File: config.mk
export PLATFORM = sky130hd
export DESIGN_NAME = eight_bit_pwm_timer
export DESIGN_NICKNAME = d
export VERILOG_FILES = /design/src/rtl/ebpt_pkg.sv /design/src/rtl/ebpt_step.sv /design/src/rtl/eight_bit_pwm_timer.sv
export SDC_FILE = /design/constraint.sdc
export NUM_CORES = 1
export LEC_CHECK = 0
export ABC_AREA = 1
export BUFFER_PORTS_ARGS = -buffer_cell sky130_fd_sc_hd__buf_4
export CORE_MARGIN = 3
export CORE_UTILIZATION = 55
export DETAILED_ROUTE_END_ITERATION = 6
export GPL_TIMING_DRIVEN = 0
export PLACE_DENSITY = 0.76
export SLEW_MARGIN = 25
export SYNTH_ARGS = -nofsm -noshare
export SYNTH_HDL_FRONTEND = slang
export SYNTH_SLANG_ARGS = --single-unit
File: constraint.sdc
create_clock -name clk_i -period 2.3 [get_ports clk_i]
set_input_delay 0.23 -clock clk_i [delete_from_list [all_inputs] [get_ports clk_i]]
set_output_delay 0.23 -clock clk_i [all_outputs]
set_load 0.005 [all_outputs]
File: src/rtl/ebpt_pkg.sv
// shared types, codes and decode functions of the 8-bit pwm timer
package ebpt_pkg;

  // request kinds carried on the input tuser
  typedef enum logic [2:0] {
    REQ_WRITE = 3'd0,
    REQ_READ  = 3'd1,
    REQ_TICK  = 3'd2,
    REQ_EDGE  = 3'd3,
    REQ_GATE  = 3'd4
  } req_e;

  // register map
  typedef enum logic [2:0] {
    REG_CTRL_A = 3'd0,
    REG_CTRL_B = 3'd1,
    REG_COUNT  = 3'd2,
    REG_OCR_A  = 3'd3,
    REG_OCR_B  = 3'd4
  } reg_e;

  typedef enum logic [2:0] {
    WV_NORMAL   = 3'd0,
    WV_PC       = 3'd1,
    WV_CTC      = 3'd2,
    WV_FAST     = 3'd3,
    WV_RESERVED = 3'd4
  } wave_e;

  typedef enum logic [2:0] {
    OC_NONE     = 3'd0,
    OC_TOGGLE   = 3'd1,
    OC_CLEAR    = 3'd2,
    OC_SET      = 3'd3,
    OC_RESERVED = 3'd4
  } act_e;

  // value selectors for top, overflow point and buffer update point
  typedef enum logic [1:0] {
    SEL_NONE = 2'd0,
    SEL_00   = 2'd1,
    SEL_FF   = 2'd2,
    SEL_OCRA = 2'd3
  } sel_e;

  // raw waveform codes {wgm2, wgm1, wgm0}
  localparam logic [2:0] WGM_NORMAL    = 3'd0;
  localparam logic [2:0] WGM_PC_FF     = 3'd1;
  localparam logic [2:0] WGM_CTC       = 3'd2;
  localparam logic [2:0] WGM_FAST_FF   = 3'd3;
  localparam logic [2:0] WGM_RSV_LO    = 3'd4;
  localparam logic [2:0] WGM_PC_OCRA   = 3'd5;
  localparam logic [2:0] WGM_RSV_HI    = 3'd6;
  localparam logic [2:0] WGM_FAST_OCRA = 3'd7;

  // compare output mode field
  localparam logic [1:0] COM_OFF    = 2'd0;
  localparam logic [1:0] COM_TOGGLE = 2'd1;
  localparam logic [1:0] COM_CLEAR  = 2'd2;
  localparam logic [1:0] COM_SET    = 2'd3;

  // clock select codes
  localparam logic [2:0] CS_STOP     = 3'd0;
  localparam logic [2:0] CS_DIV1     = 3'd1;
  localparam logic [2:0] CS_DIV8     = 3'd2;
  localparam logic [2:0] CS_DIV64    = 3'd3;
  localparam logic [2:0] CS_DIV256   = 3'd4;
  localparam logic [2:0] CS_DIV1024  = 3'd5;
  localparam logic [2:0] CS_EXT_FALL = 3'd6;
  localparam logic [2:0] CS_EXT_RISE = 3'd7;

  localparam logic [7:0] CTRL_A_MASK = 8'hF3;
  localparam logic [7:0] BYTE_ZERO   = 8'h00;
  localparam logic [7:0] BYTE_FULL   = 8'hFF;

  localparam int unsigned IN_DATA_W  = 24;
  localparam int unsigned IN_USER_W  = 3;
  localparam int unsigned OUT_DATA_W = 24;

  typedef struct packed {
    act_e on_match;
    act_e on_top;
  } act_pair_t;

  typedef struct packed {
    logic [7:0] ctrl_a;
    logic [3:0] ctrl_b;
    logic [7:0] count;
    logic [7:0] ocra_act;
    logic [7:0] ocrb_act;
    logic [7:0] ocra_buf;
    logic [7:0] ocrb_buf;
    logic       dir_up;
    logic       blocked;
    logic [2:0] gate;      // bit0 sleep, bit1 power, bit2 sync hold
    logic [1:0] pins;      // bit0 pin a, bit1 pin b
  } state_t;

  localparam state_t STATE_RESET = '{
    ctrl_a:   8'h00,
    ctrl_b:   4'h0,
    count:    8'h00,
    ocra_act: 8'h00,
    ocrb_act: 8'h00,
    ocra_buf: 8'h00,
    ocrb_buf: 8'h00,
    dir_up:   1'b1,
    blocked:  1'b0,
    gate:     3'b000,
    pins:     2'b00
  };

  typedef struct packed {
    logic [2:0] req;
    logic [2:0] idx;
    logic [7:0] data;
    logic [4:0] taps;
    logic       rising;
    logic       sleep;
    logic       power;
    logic       sync;
  } item_t;

  typedef struct packed {
    logic [7:0] read_data;
    logic [7:0] count_now;
    logic       pin_a_level;
    logic       pin_b_level;
    logic       pin_a_owned;
    logic       pin_b_owned;
    logic       ovf;
    logic       match_a;
    logic       match_b;
    logic       reserved;
  } result_t;

  function automatic wave_e wave_of(input logic [2:0] code);
    wave_e w;
    case (code) inside
      WGM_NORMAL:                 w = WV_NORMAL;
      WGM_PC_FF, WGM_PC_OCRA:     w = WV_PC;
      WGM_CTC:                    w = WV_CTC;
      WGM_FAST_FF, WGM_FAST_OCRA: w = WV_FAST;
      default:                    w = WV_RESERVED;
    endcase
    return w;
  endfunction

  function automatic sel_e top_of(input logic [2:0] code);
    sel_e s;
    case (code) inside
      WGM_NORMAL, WGM_PC_FF, WGM_FAST_FF:  s = SEL_FF;
      WGM_CTC, WGM_PC_OCRA, WGM_FAST_OCRA: s = SEL_OCRA;
      default:                             s = SEL_NONE;
    endcase
    return s;
  endfunction

  function automatic sel_e ovf_of(input logic [2:0] code);
    sel_e s;
    case (code) inside
      WGM_NORMAL, WGM_CTC, WGM_FAST_FF: s = SEL_FF;
      WGM_PC_FF, WGM_PC_OCRA:           s = SEL_00;
      WGM_FAST_OCRA:                    s = SEL_OCRA;
      default:                          s = SEL_NONE;
    endcase
    return s;
  endfunction

  function automatic sel_e upd_of(input logic [2:0] code);
    sel_e s;
    case (code) inside
      WGM_PC_FF:                  s = SEL_FF;
      WGM_FAST_FF, WGM_FAST_OCRA: s = SEL_00;
      WGM_PC_OCRA:                s = SEL_OCRA;
      default:                    s = SEL_NONE;
    endcase
    return s;
  endfunction

  function automatic logic [7:0] sel_value(input sel_e sel, input logic [7:0] ocra);
    logic [7:0] v;
    case (sel)
      SEL_00:   v = BYTE_ZERO;
      SEL_OCRA: v = ocra;
      default:  v = BYTE_FULL;
    endcase
    return v;
  endfunction

  // compare output mode decode, with the pwm special cases
  function automatic act_pair_t actions(input logic [1:0] com, input logic is_b,
                                        input wave_e wave, input logic wgm2);
    act_pair_t p;
    case (com)
      COM_TOGGLE: p.on_match = OC_TOGGLE;
      COM_CLEAR:  p.on_match = OC_CLEAR;
      COM_SET:    p.on_match = OC_SET;
      default:    p.on_match = OC_NONE;
    endcase
    p.on_top = OC_NONE;
    if (wave == WV_PC || wave == WV_FAST) begin
      if (p.on_match == OC_TOGGLE) begin
        if (is_b) begin
          p.on_match = OC_RESERVED;
        end else if (!wgm2) begin
          p.on_match = OC_NONE;
        end
      end else if (p.on_match == OC_CLEAR && wave == WV_FAST) begin
        p.on_top = OC_SET;
      end else if (p.on_match == OC_SET && wave == WV_FAST) begin
        p.on_top = OC_CLEAR;
      end
    end
    return p;
  endfunction

  function automatic logic apply_act(input logic level, input act_e act, input logic up);
    logic l;
    l = level;
    case (act)
      OC_TOGGLE: l = ~level;
      OC_SET:    l = up;
      OC_CLEAR:  l = ~up;
      default:   l = level;
    endcase
    return l;
  endfunction

endpackage

File: src/rtl/ebpt_step.sv
// next state and result of one request, combinational
module ebpt_step
  import ebpt_pkg::*;
(
  input  state_t  state_i,
  input  item_t   item_i,
  output state_t  state_o,
  output result_t result_o
);

  logic [2:0] code, new_code, fin_code;
  logic [2:0] cs;
  wave_e      wave, new_wave, fin_wave;
  logic       tap_hit, tick_en, dbuf, dir, lvl_a, lvl_b;
  logic [7:0] top;
  act_pair_t  pa, pb, na, nb, fa, fb;
  sel_e       upd;

  always_comb begin
    state_o  = state_i;
    result_o = '0;
    code     = {state_i.ctrl_b[3], state_i.ctrl_a[1:0]};
    wave     = wave_of(code);
    cs       = state_i.ctrl_b[2:0];
    dbuf     = (upd_of(code) != SEL_NONE);
    new_code = code;
    new_wave = wave;
    na       = '0;
    nb       = '0;
    tick_en  = 1'b0;
    dir      = state_i.dir_up;
    lvl_a    = state_i.pins[0];
    lvl_b    = state_i.pins[1];

    case (cs)
      CS_DIV1:    tap_hit = item_i.taps[0];
      CS_DIV8:    tap_hit = item_i.taps[1];
      CS_DIV64:   tap_hit = item_i.taps[2];
      CS_DIV256:  tap_hit = item_i.taps[3];
      CS_DIV1024: tap_hit = item_i.taps[4];
      default:    tap_hit = 1'b0;
    endcase

    case (item_i.req)
      REQ_WRITE: begin
        case (item_i.idx)
          REG_CTRL_A: begin
            state_o.ctrl_a = item_i.data & CTRL_A_MASK;
            new_code = {state_i.ctrl_b[3], state_o.ctrl_a[1:0]};
            new_wave = wave_of(new_code);
            if (new_wave != wave) begin
              state_o.dir_up = 1'b1;
            end
          end
          REG_CTRL_B: begin
            state_o.ctrl_b = item_i.data[3:0];
            new_code = {item_i.data[3], state_i.ctrl_a[1:0]};
            new_wave = wave_of(new_code);
            if (new_wave != wave) begin
              state_o.dir_up = 1'b1;
            end
            na = actions(state_i.ctrl_a[7:6], 1'b0, new_wave, item_i.data[3]);
            nb = actions(state_i.ctrl_a[5:4], 1'b1, new_wave, item_i.data[3]);
            // force strobes only act in the normal and ctc modes
            if (new_wave == WV_NORMAL || new_wave == WV_CTC) begin
              if (item_i.data[7]) begin
                lvl_a = apply_act(lvl_a, na.on_match, state_o.dir_up);
              end
              if (item_i.data[6]) begin
                lvl_b = apply_act(lvl_b, nb.on_match, state_o.dir_up);
              end
            end
            state_o.pins = {lvl_b, lvl_a};
          end
          REG_COUNT: begin
            state_o.count   = item_i.data;
            state_o.blocked = 1'b1;
          end
          REG_OCR_A: begin
            state_o.ocra_buf = item_i.data;
            if (!dbuf) begin
              state_o.ocra_act = item_i.data;
            end
          end
          REG_OCR_B: begin
            state_o.ocrb_buf = item_i.data;
            if (!dbuf) begin
              state_o.ocrb_act = item_i.data;
            end
          end
          default: ;
        endcase
      end
      REQ_READ: begin
        case (item_i.idx)
          REG_CTRL_A: result_o.read_data = state_i.ctrl_a;
          REG_CTRL_B: result_o.read_data = {4'h0, state_i.ctrl_b};
          REG_COUNT:  result_o.read_data = state_i.count;
          REG_OCR_A:  result_o.read_data = dbuf ? state_i.ocra_buf : state_i.ocra_act;
          REG_OCR_B:  result_o.read_data = dbuf ? state_i.ocrb_buf : state_i.ocrb_act;
          default:    result_o.read_data = BYTE_ZERO;
        endcase
      end
      REQ_TICK: begin
        // sync hold stops the prescaled taps but not the undivided clock
        tick_en = (state_i.gate[1:0] == 2'b00) && tap_hit &&
                  !(state_i.gate[2] && cs != CS_DIV1);
      end
      REQ_EDGE: begin
        tick_en = (state_i.gate[1:0] == 2'b00) &&
                  ((cs == CS_EXT_RISE && item_i.rising) ||
                   (cs == CS_EXT_FALL && !item_i.rising));
      end
      REQ_GATE: begin
        state_o.gate = {item_i.sync, item_i.power, item_i.sleep};
      end
      default: ;
    endcase

    top = sel_value(top_of(code), state_i.ocra_act);
    pa  = actions(state_i.ctrl_a[7:6], 1'b0, wave, state_i.ctrl_b[3]);
    pb  = actions(state_i.ctrl_a[5:4], 1'b1, wave, state_i.ctrl_b[3]);
    upd = upd_of(code);

    if (tick_en && wave != WV_RESERVED) begin
      result_o.ovf = (state_i.count == sel_value(ovf_of(code), state_i.ocra_act));
      if (wave == WV_PC) begin
        if (state_i.dir_up && state_i.count == top) begin
          dir = 1'b0;
        end else if (!state_i.dir_up && state_i.count == BYTE_ZERO) begin
          dir = 1'b1;
        end
      end
      if (!state_i.blocked) begin
        if (state_i.count == state_i.ocra_act) begin
          lvl_a = apply_act(lvl_a, pa.on_match, dir);
          result_o.match_a = 1'b1;
        end
        if (state_i.count == state_i.ocrb_act) begin
          lvl_b = apply_act(lvl_b, pb.on_match, dir);
          result_o.match_b = 1'b1;
        end
      end
      state_o.blocked = 1'b0;
      // phase correct with a compare value at zero or above top
      if (wave == WV_PC) begin
        if (state_i.ocra_act == BYTE_ZERO || state_i.ocra_act > top) begin
          lvl_a = apply_act(lvl_a, pa.on_match, 1'b1);
        end
        if (state_i.ocrb_act == BYTE_ZERO || state_i.ocrb_act > top) begin
          lvl_b = apply_act(lvl_b, pb.on_match, 1'b1);
        end
      end
      if (dir && state_i.count == top) begin
        lvl_a = apply_act(lvl_a, pa.on_top, 1'b1);
        lvl_b = apply_act(lvl_b, pb.on_top, 1'b1);
      end
      if (upd != SEL_NONE && state_i.count == sel_value(upd, state_i.ocra_act)) begin
        state_o.ocra_act = state_i.ocra_buf;
        state_o.ocrb_act = state_i.ocrb_buf;
      end
      if (dir) begin
        state_o.count = (state_i.count == top) ? BYTE_ZERO : state_i.count + 8'd1;
      end else if (state_i.count != BYTE_ZERO) begin
        state_o.count = state_i.count - 8'd1;
      end
      state_o.dir_up = dir;
      state_o.pins   = {lvl_b, lvl_a};
    end

    fin_code = {state_o.ctrl_b[3], state_o.ctrl_a[1:0]};
    fin_wave = wave_of(fin_code);
    fa = actions(state_o.ctrl_a[7:6], 1'b0, fin_wave, state_o.ctrl_b[3]);
    fb = actions(state_o.ctrl_a[5:4], 1'b1, fin_wave, state_o.ctrl_b[3]);

    result_o.count_now   = state_o.count;
    result_o.pin_a_level = state_o.pins[0];
    result_o.pin_b_level = state_o.pins[1];
    result_o.pin_a_owned = (fa.on_match != OC_NONE);
    result_o.pin_b_owned = (fb.on_match != OC_NONE) && (fb.on_match != OC_RESERVED);
    result_o.reserved    = (fin_wave == WV_RESERVED) || (fb.on_match == OC_RESERVED);
  end

endmodule

File: src/rtl/eight_bit_pwm_timer.sv
// top level of the 8-bit timer/counter with pwm
//
// one request enters on the slave stream: tuser carries the request kind
// (write, read, prescaler tick, clock pin edge, gating update) and tdata the
// register index, write byte, prescaler taps, edge direction and gating bits
// every request gives exactly one result on the master stream: read byte,
// counter value, both compare pin levels and ownership, the overflow and
// match flags raised by this request, and the reserved-setting flag
// the request is held in an input register; the state update and result are
// worked out by one short combinational pass into the result register, so
// tvalid on the master side rises once the request has passed the input
// register and then been written into the result register
// throughput is one request per cycle while the receiver takes results: both
// registers advance together, set only by the single step pass between them
// when the receiver stalls, the result register holds and the input register
// keeps one more request; s_axis_tready_o then falls until the result is taken
// reset clears both registers and puts the timer in normal mode, counter and
// compare registers at zero, pins low, counting up and the gating released
module eight_bit_pwm_timer
  import ebpt_pkg::*;
(
  input  logic                  clk_i,
  input  logic                  rst_ni,
  input  logic                  s_axis_tvalid_i,
  output logic                  s_axis_tready_o,
  // reg_index[2:0], write_data[10:3], tick_taps[15:11], edge_rising[16],
  // sleep_gate[17], power_gate[18], sync_hold[19], zero fill[23:20]
  input  logic [IN_DATA_W-1:0]  s_axis_tdata_i,
  // req_type[2:0]
  input  logic [IN_USER_W-1:0]  s_axis_tuser_i,
  output logic                  m_axis_tvalid_o,
  input  logic                  m_axis_tready_i,
  // read_data[7:0], counter_now[15:8], pin_a_level[16], pin_b_level[17],
  // pin_a_owned[18], pin_b_owned[19], overflow_flag[20], match_a_flag[21],
  // match_b_flag[22], reserved_setting[23]
  output logic [OUT_DATA_W-1:0] m_axis_tdata_o
);

  logic    in_valid_q;
  item_t   in_item_q, in_item_d;
  logic    out_valid_q;
  result_t out_res_q, step_res;
  state_t  state_q, step_state;
  logic    advance;

  // unpack the request
  assign in_item_d.req    = s_axis_tuser_i[2:0];
  assign in_item_d.idx    = s_axis_tdata_i[2:0];
  assign in_item_d.data   = s_axis_tdata_i[10:3];
  assign in_item_d.taps   = s_axis_tdata_i[15:11];
  assign in_item_d.rising = s_axis_tdata_i[16];
  assign in_item_d.sleep  = s_axis_tdata_i[17];
  assign in_item_d.power  = s_axis_tdata_i[18];
  assign in_item_d.sync   = s_axis_tdata_i[19];

  // the held request moves on whenever the result register is free or drained
  assign advance         = in_valid_q && (!out_valid_q || m_axis_tready_i);
  assign s_axis_tready_o = !in_valid_q || advance;

  ebpt_step u_step (
    .state_i  (state_q),
    .item_i   (in_item_q),
    .state_o  (step_state),
    .result_o (step_res)
  );

  // input register
  always_ff @(posedge clk_i or negedge rst_ni) begin
    if (!rst_ni) begin
      in_valid_q <= 1'b0;
    end else if (s_axis_tready_o) begin
      in_valid_q <= s_axis_tvalid_i;
    end
  end

  always_ff @(posedge clk_i) begin
    if (s_axis_tvalid_i && s_axis_tready_o) begin
      in_item_q <= in_item_d;
    end
  end

  // timer state, committed as the request is processed
  always_ff @(posedge clk_i or negedge rst_ni) begin
    if (!rst_ni) begin
      state_q <= STATE_RESET;
    end else if (advance) begin
      state_q <= step_state;
    end
  end

  // result register
  always_ff @(posedge clk_i or negedge rst_ni) begin
    if (!rst_ni) begin
      out_valid_q <= 1'b0;
    end else if (advance) begin
      out_valid_q <= 1'b1;
    end else if (m_axis_tready_i) begin
      out_valid_q <= 1'b0;
    end
  end

  always_ff @(posedge clk_i) begin
    if (advance) begin
      out_res_q <= step_res;
    end
  end

  assign m_axis_tvalid_o = out_valid_q;
  assign m_axis_tdata_o  = {out_res_q.reserved, out_res_q.match_b, out_res_q.match_a,
                            out_res_q.ovf, out_res_q.pin_b_owned, out_res_q.pin_a_owned,
                            out_res_q.pin_b_level, out_res_q.pin_a_level,
                            out_res_q.count_now, out_res_q.read_data};

endmodule

==> flow_metrics.py <==
metrics = {
    "timing": {
        "min_period_ps": 2560,
        "worst-slew-pin-transition_ps": 859,
        "rsz0062_at_grt": "true",
        "hold_viol": 0,
        "finalCritPeriodShare_pct": 111,
        "tns_ps": -3480,
        "finalSetupViolations": 31,
        "setup_slack_ps": -262,
        "fmax_mhz": 390,
        "slew_headroom_pct": 42.7,
        "slew_viol_final": 0,
        "finalClockSkew_ps": 19.5,
    },
    "status": {
        "violations": "design-rule violations, negative setup slack",
        "status": "complete, but fails checks",
    },
    "global_route": {
        "grt_pass1_wl_mm": 36.5,
        "grt_pass1_vias": 6730,
        "use_met2_pct": 57.0,
        "grt_overflow": 0,
        "grt.busiest_layer": "met2",
        "grtUsageMet3_pct": 9.43,
        "grt_max_degree": 60,
        "use_met1_pct": 45.0,
        "grt_usage_pct": 36.1,
        "antenna_found_initial": 0,
    },
    "synth": {
        "synth.most_common_cell": "nand2_1",
        "async_reset_ff_share_pct": 55.7,
        "syn_avg_cell_area_um2": 7.82,
        "synthCells": 860,
        "synth_top_flop_cell": "dfrtp_1",
        "syn_nets": 910,
        "yosysWarnings": 0,
        "synth_edf_count": 47,
        "synth_largest_area_cell": "dfrtp_1",
        "ys_seq_area_share_pct": 42.9,
        "ys_types": 49,
        "synth_common_cells": "nand2_1, o21ai_0, inv_1",
        "ys_top_cells_by_area": "dfrtp_1, edfxtp_1, nand2_1",
        "synth_top_area_share_pct": 21.6,
        "ys_seq_elements": 106,
        "syn_area_um2": 6730,
    },
    "pwr": {
        "ir_drop_uv": 660,
        "finalPower_mw": 9.55,
        "p_per_area_nw_per_um2": 1100,
        "leakagePower_nw": 3.89,
    },
    "min_path": {
        "hold_path_end": "in_item_q[6]$_DFFE_PP_",
        "hp-class": "input port to register",
        "hold_depth": 1,
        "hold_start": "s_axis_tdata_i[13]",
    },
    "routing": {
        "num_vias": 7237,
        "drc": 13,
        "first_pass_iters": 7,
        "wl_mm": 25.0,
        "routedWlPerCell_um": 22.4,
        "drt_iter0_markers": 1028,
        "final_antenna_net_count": 0,
        "routed_via_density": 6.47,
    },
    "job": {
        "max_cap_violations": 0,
    },
    "critical_path": {
        "cpPeakStageDelay_ps": 410,
        "r2r-start": "state_q[51]$_DFFE_PN0P_",
        "path_cells": "inv_4 -> buf_12 -> nand2_8 -> buf_8 -> nand3_4 -> inv_4 -> ha_4 -> nand2_4 -> o21ai_2 -> nand2_2 -> nand3_2 -> o21ai_2 -> o21ai_2 -> and2_4 -> nand2_2 -> nand3_2 -> nand2_1 -> inv_1 -> nand2_1 -> nand2_1 -> nand2_2",
        "cp_max_fo": 6,
        "critPathBufInv": 5,
        "required_ps": 2440,
        "crit_type": "register to register",
        "reg2reg_setup_slack_ps": -260,
        "crit_slowest_cell": "dfrtp_1",
        "start_kind": "register",
        "timing.rr.end": "m_axis_tdata_o[17]$_DFFE_PP_",
        "cp_top_family": "simple AND/OR/NAND/NOR gates",
        "rr_worst_depth": 21,
        "crit_arrival_ps": 2700,
        "end_kind": "register",
    },
    "cells_and_area": {
        "drive_gt1_share_pct": 26.6,
        "final_cell_area_um2": 8670,
        "syn_to_final_growth_pct": 28.9,
        "num_antenna_cells": 0,
        "finalNetCount": 1020,
    },
    "floorplanning": {
        "rows": 39,
        "core_area_um2": 11700,
        "fp.dieH_um": 117,
        "die_w_um": 117,
        "dieArea_um2": 13600,
        "initial_core_util_pct": 57.7,
        "io_pins": 57,
    },
    "clock_tree": {
        "path_clk_slew_ps": 80,
        "cts_root_buf": "clkbuf_16",
        "worst_skew_pair.late_latency_ps": 380,
        "cts_made_buffers": 9,
        "tritoncts": "built",
        "clock-sinks": 106,
        "htreeDepth": 3,
        "clock_tree.buffer_depth": 2,
    },
    "placement": {
        "place_area_um2": 7330,
        "numPortBuffers": 52,
        "gp_congestion": 0.981,
        "dp_hpwl_mm": 16.4,
    },
}
## layout by cell type (no fill, tap or decap), drive strengths merged, types with 2 or more instances in the layout
cell / count
nand2: 260
buf: 115
o21ai: 91
inv: 77
dfrtp: 58
nor2: 58
edfxtp: 47
nand3: 47
o211ai: 35
a21oi: 27
clkbuf: 25
xor2: 23
ha: 19
nand4: 16
nor3: 13
o22ai: 11
clkinv: 9
clkinvlp: 5
a221oi: 5
a211oi: 5
xnor2: 4
a31oi: 3
mux2: 3
nor4: 3
o311ai: 2
and2: 2
o32ai: 2
## through the flow
| step | util (%) | std cells | hold slack, ps | setup WS (ps) |
|---|---|---|---|---|
| final | 74.4 | 1118 | 28.5 | -262 |
| after global routing | 74.4 | 1118 | 23.0 | -456 |
| after CTS | 69.2 | 1098 | 26.3 | -163 |
| after detailed placement | 62.9 | 1056 | 359 | -458 |
| after global placement | 62.6 | 1055 | 351 | -508 |
| after floorplan | - | 860 | -65.6 | 10.4 |
## state kept, by name, summed over array words and instances, names as in the netlist
| name | cells |
|---|---|
| state_q | 57 |
| in_item_q | 23 |
| m_axis_tvalid_o | 1 |
| in_valid_q | 1 |
| m_axis_tdata_o | 24 |
## cell type report
cell class                      count  area (um^2)
Inverter                           85          378
Sequential cell                   106         2890
Timing Repair Buffer               99          838
Clock inverter                      7         92.6
Buffer                             33          246
Clock buffer                        9          225
Fill cell                         844         2990
Multi-Input combinational cell    636         3820
Tap cell                          143          179
## worst max path at each step
stage	startpoint	cells after the start	end	slack, ps
6_report	state_q[51]$_DFFE_PN0P_	21	m_axis_tdata_o[17]$_DFFE_PP_	-260
5_1_grt	state_q[51]$_DFFE_PN0P_	20	state_q[0]$_DFFE_PN0P_	-460
4_1_cts	state_q[51]$_DFFE_PN0P_	19	m_axis_tdata_o[16]$_DFFE_PP_	-160
3_5_place_dp	state_q[51]$_DFFE_PN0P_	21	m_axis_tdata_o[17]$_DFFE_PP_	-460
3_3_place_gp	m_axis_tvalid_o$_DFFE_PN0P_	6	state_q[40]$_DFFE_PN0P_	-510
2_1_floorplan	state_q[51]$_DFFE_PN0P_	23	m_axis_tdata_o[17]$_DFFE_PP_	10
## per-layer routing
| metal | share of wire, % | vias to the layer above | wire length, um |
|---|---|---|---|
| met5 | 0 | - | 0 |
| met3 | 12 | 168 | 2910 |
| met2 | 45 | 550 | 11300 |
| met1 | 36 | 3357 | 9070 |
| met4 | 7.1 | 0 | 1760 |
| li1 | - | 3162 | - |
## kinds of logic after synthesis
kind of cell | synth area share (%)
and+or+nand+nor | 25.3
AOI/OAI and AO/OA | 16.8
buffers and inverters | 7.34
DFF | 42.9
xor gates and xnor gates | 3.51
adders and majority gates | 3.53
muxes | 0.502
## where the power goes
group          leakage, nW  internal (mW)  switching (mW)
Clock                0.155          0.873           0.792
Sequential            1.22           2.38           0.365
Combinational         2.52           1.96            3.17
Total                 3.89           5.22            4.33
## what timing repair did
| action | in CTS | in global routing |
|---|---|---|
| hold endpoints to repair | 56 | 0 |
| setup buffers | 25 | 18 |
| gates cloned | 0 | 3 |
| hold buffers | 1 | 0 |
| pin swaps | 15 | 45 |
| gates resized for setup | 67 | 128 |
| setup endpoints to repair | 41 | 45 |
No activity file was read; power rests on OpenSTA's default activity.
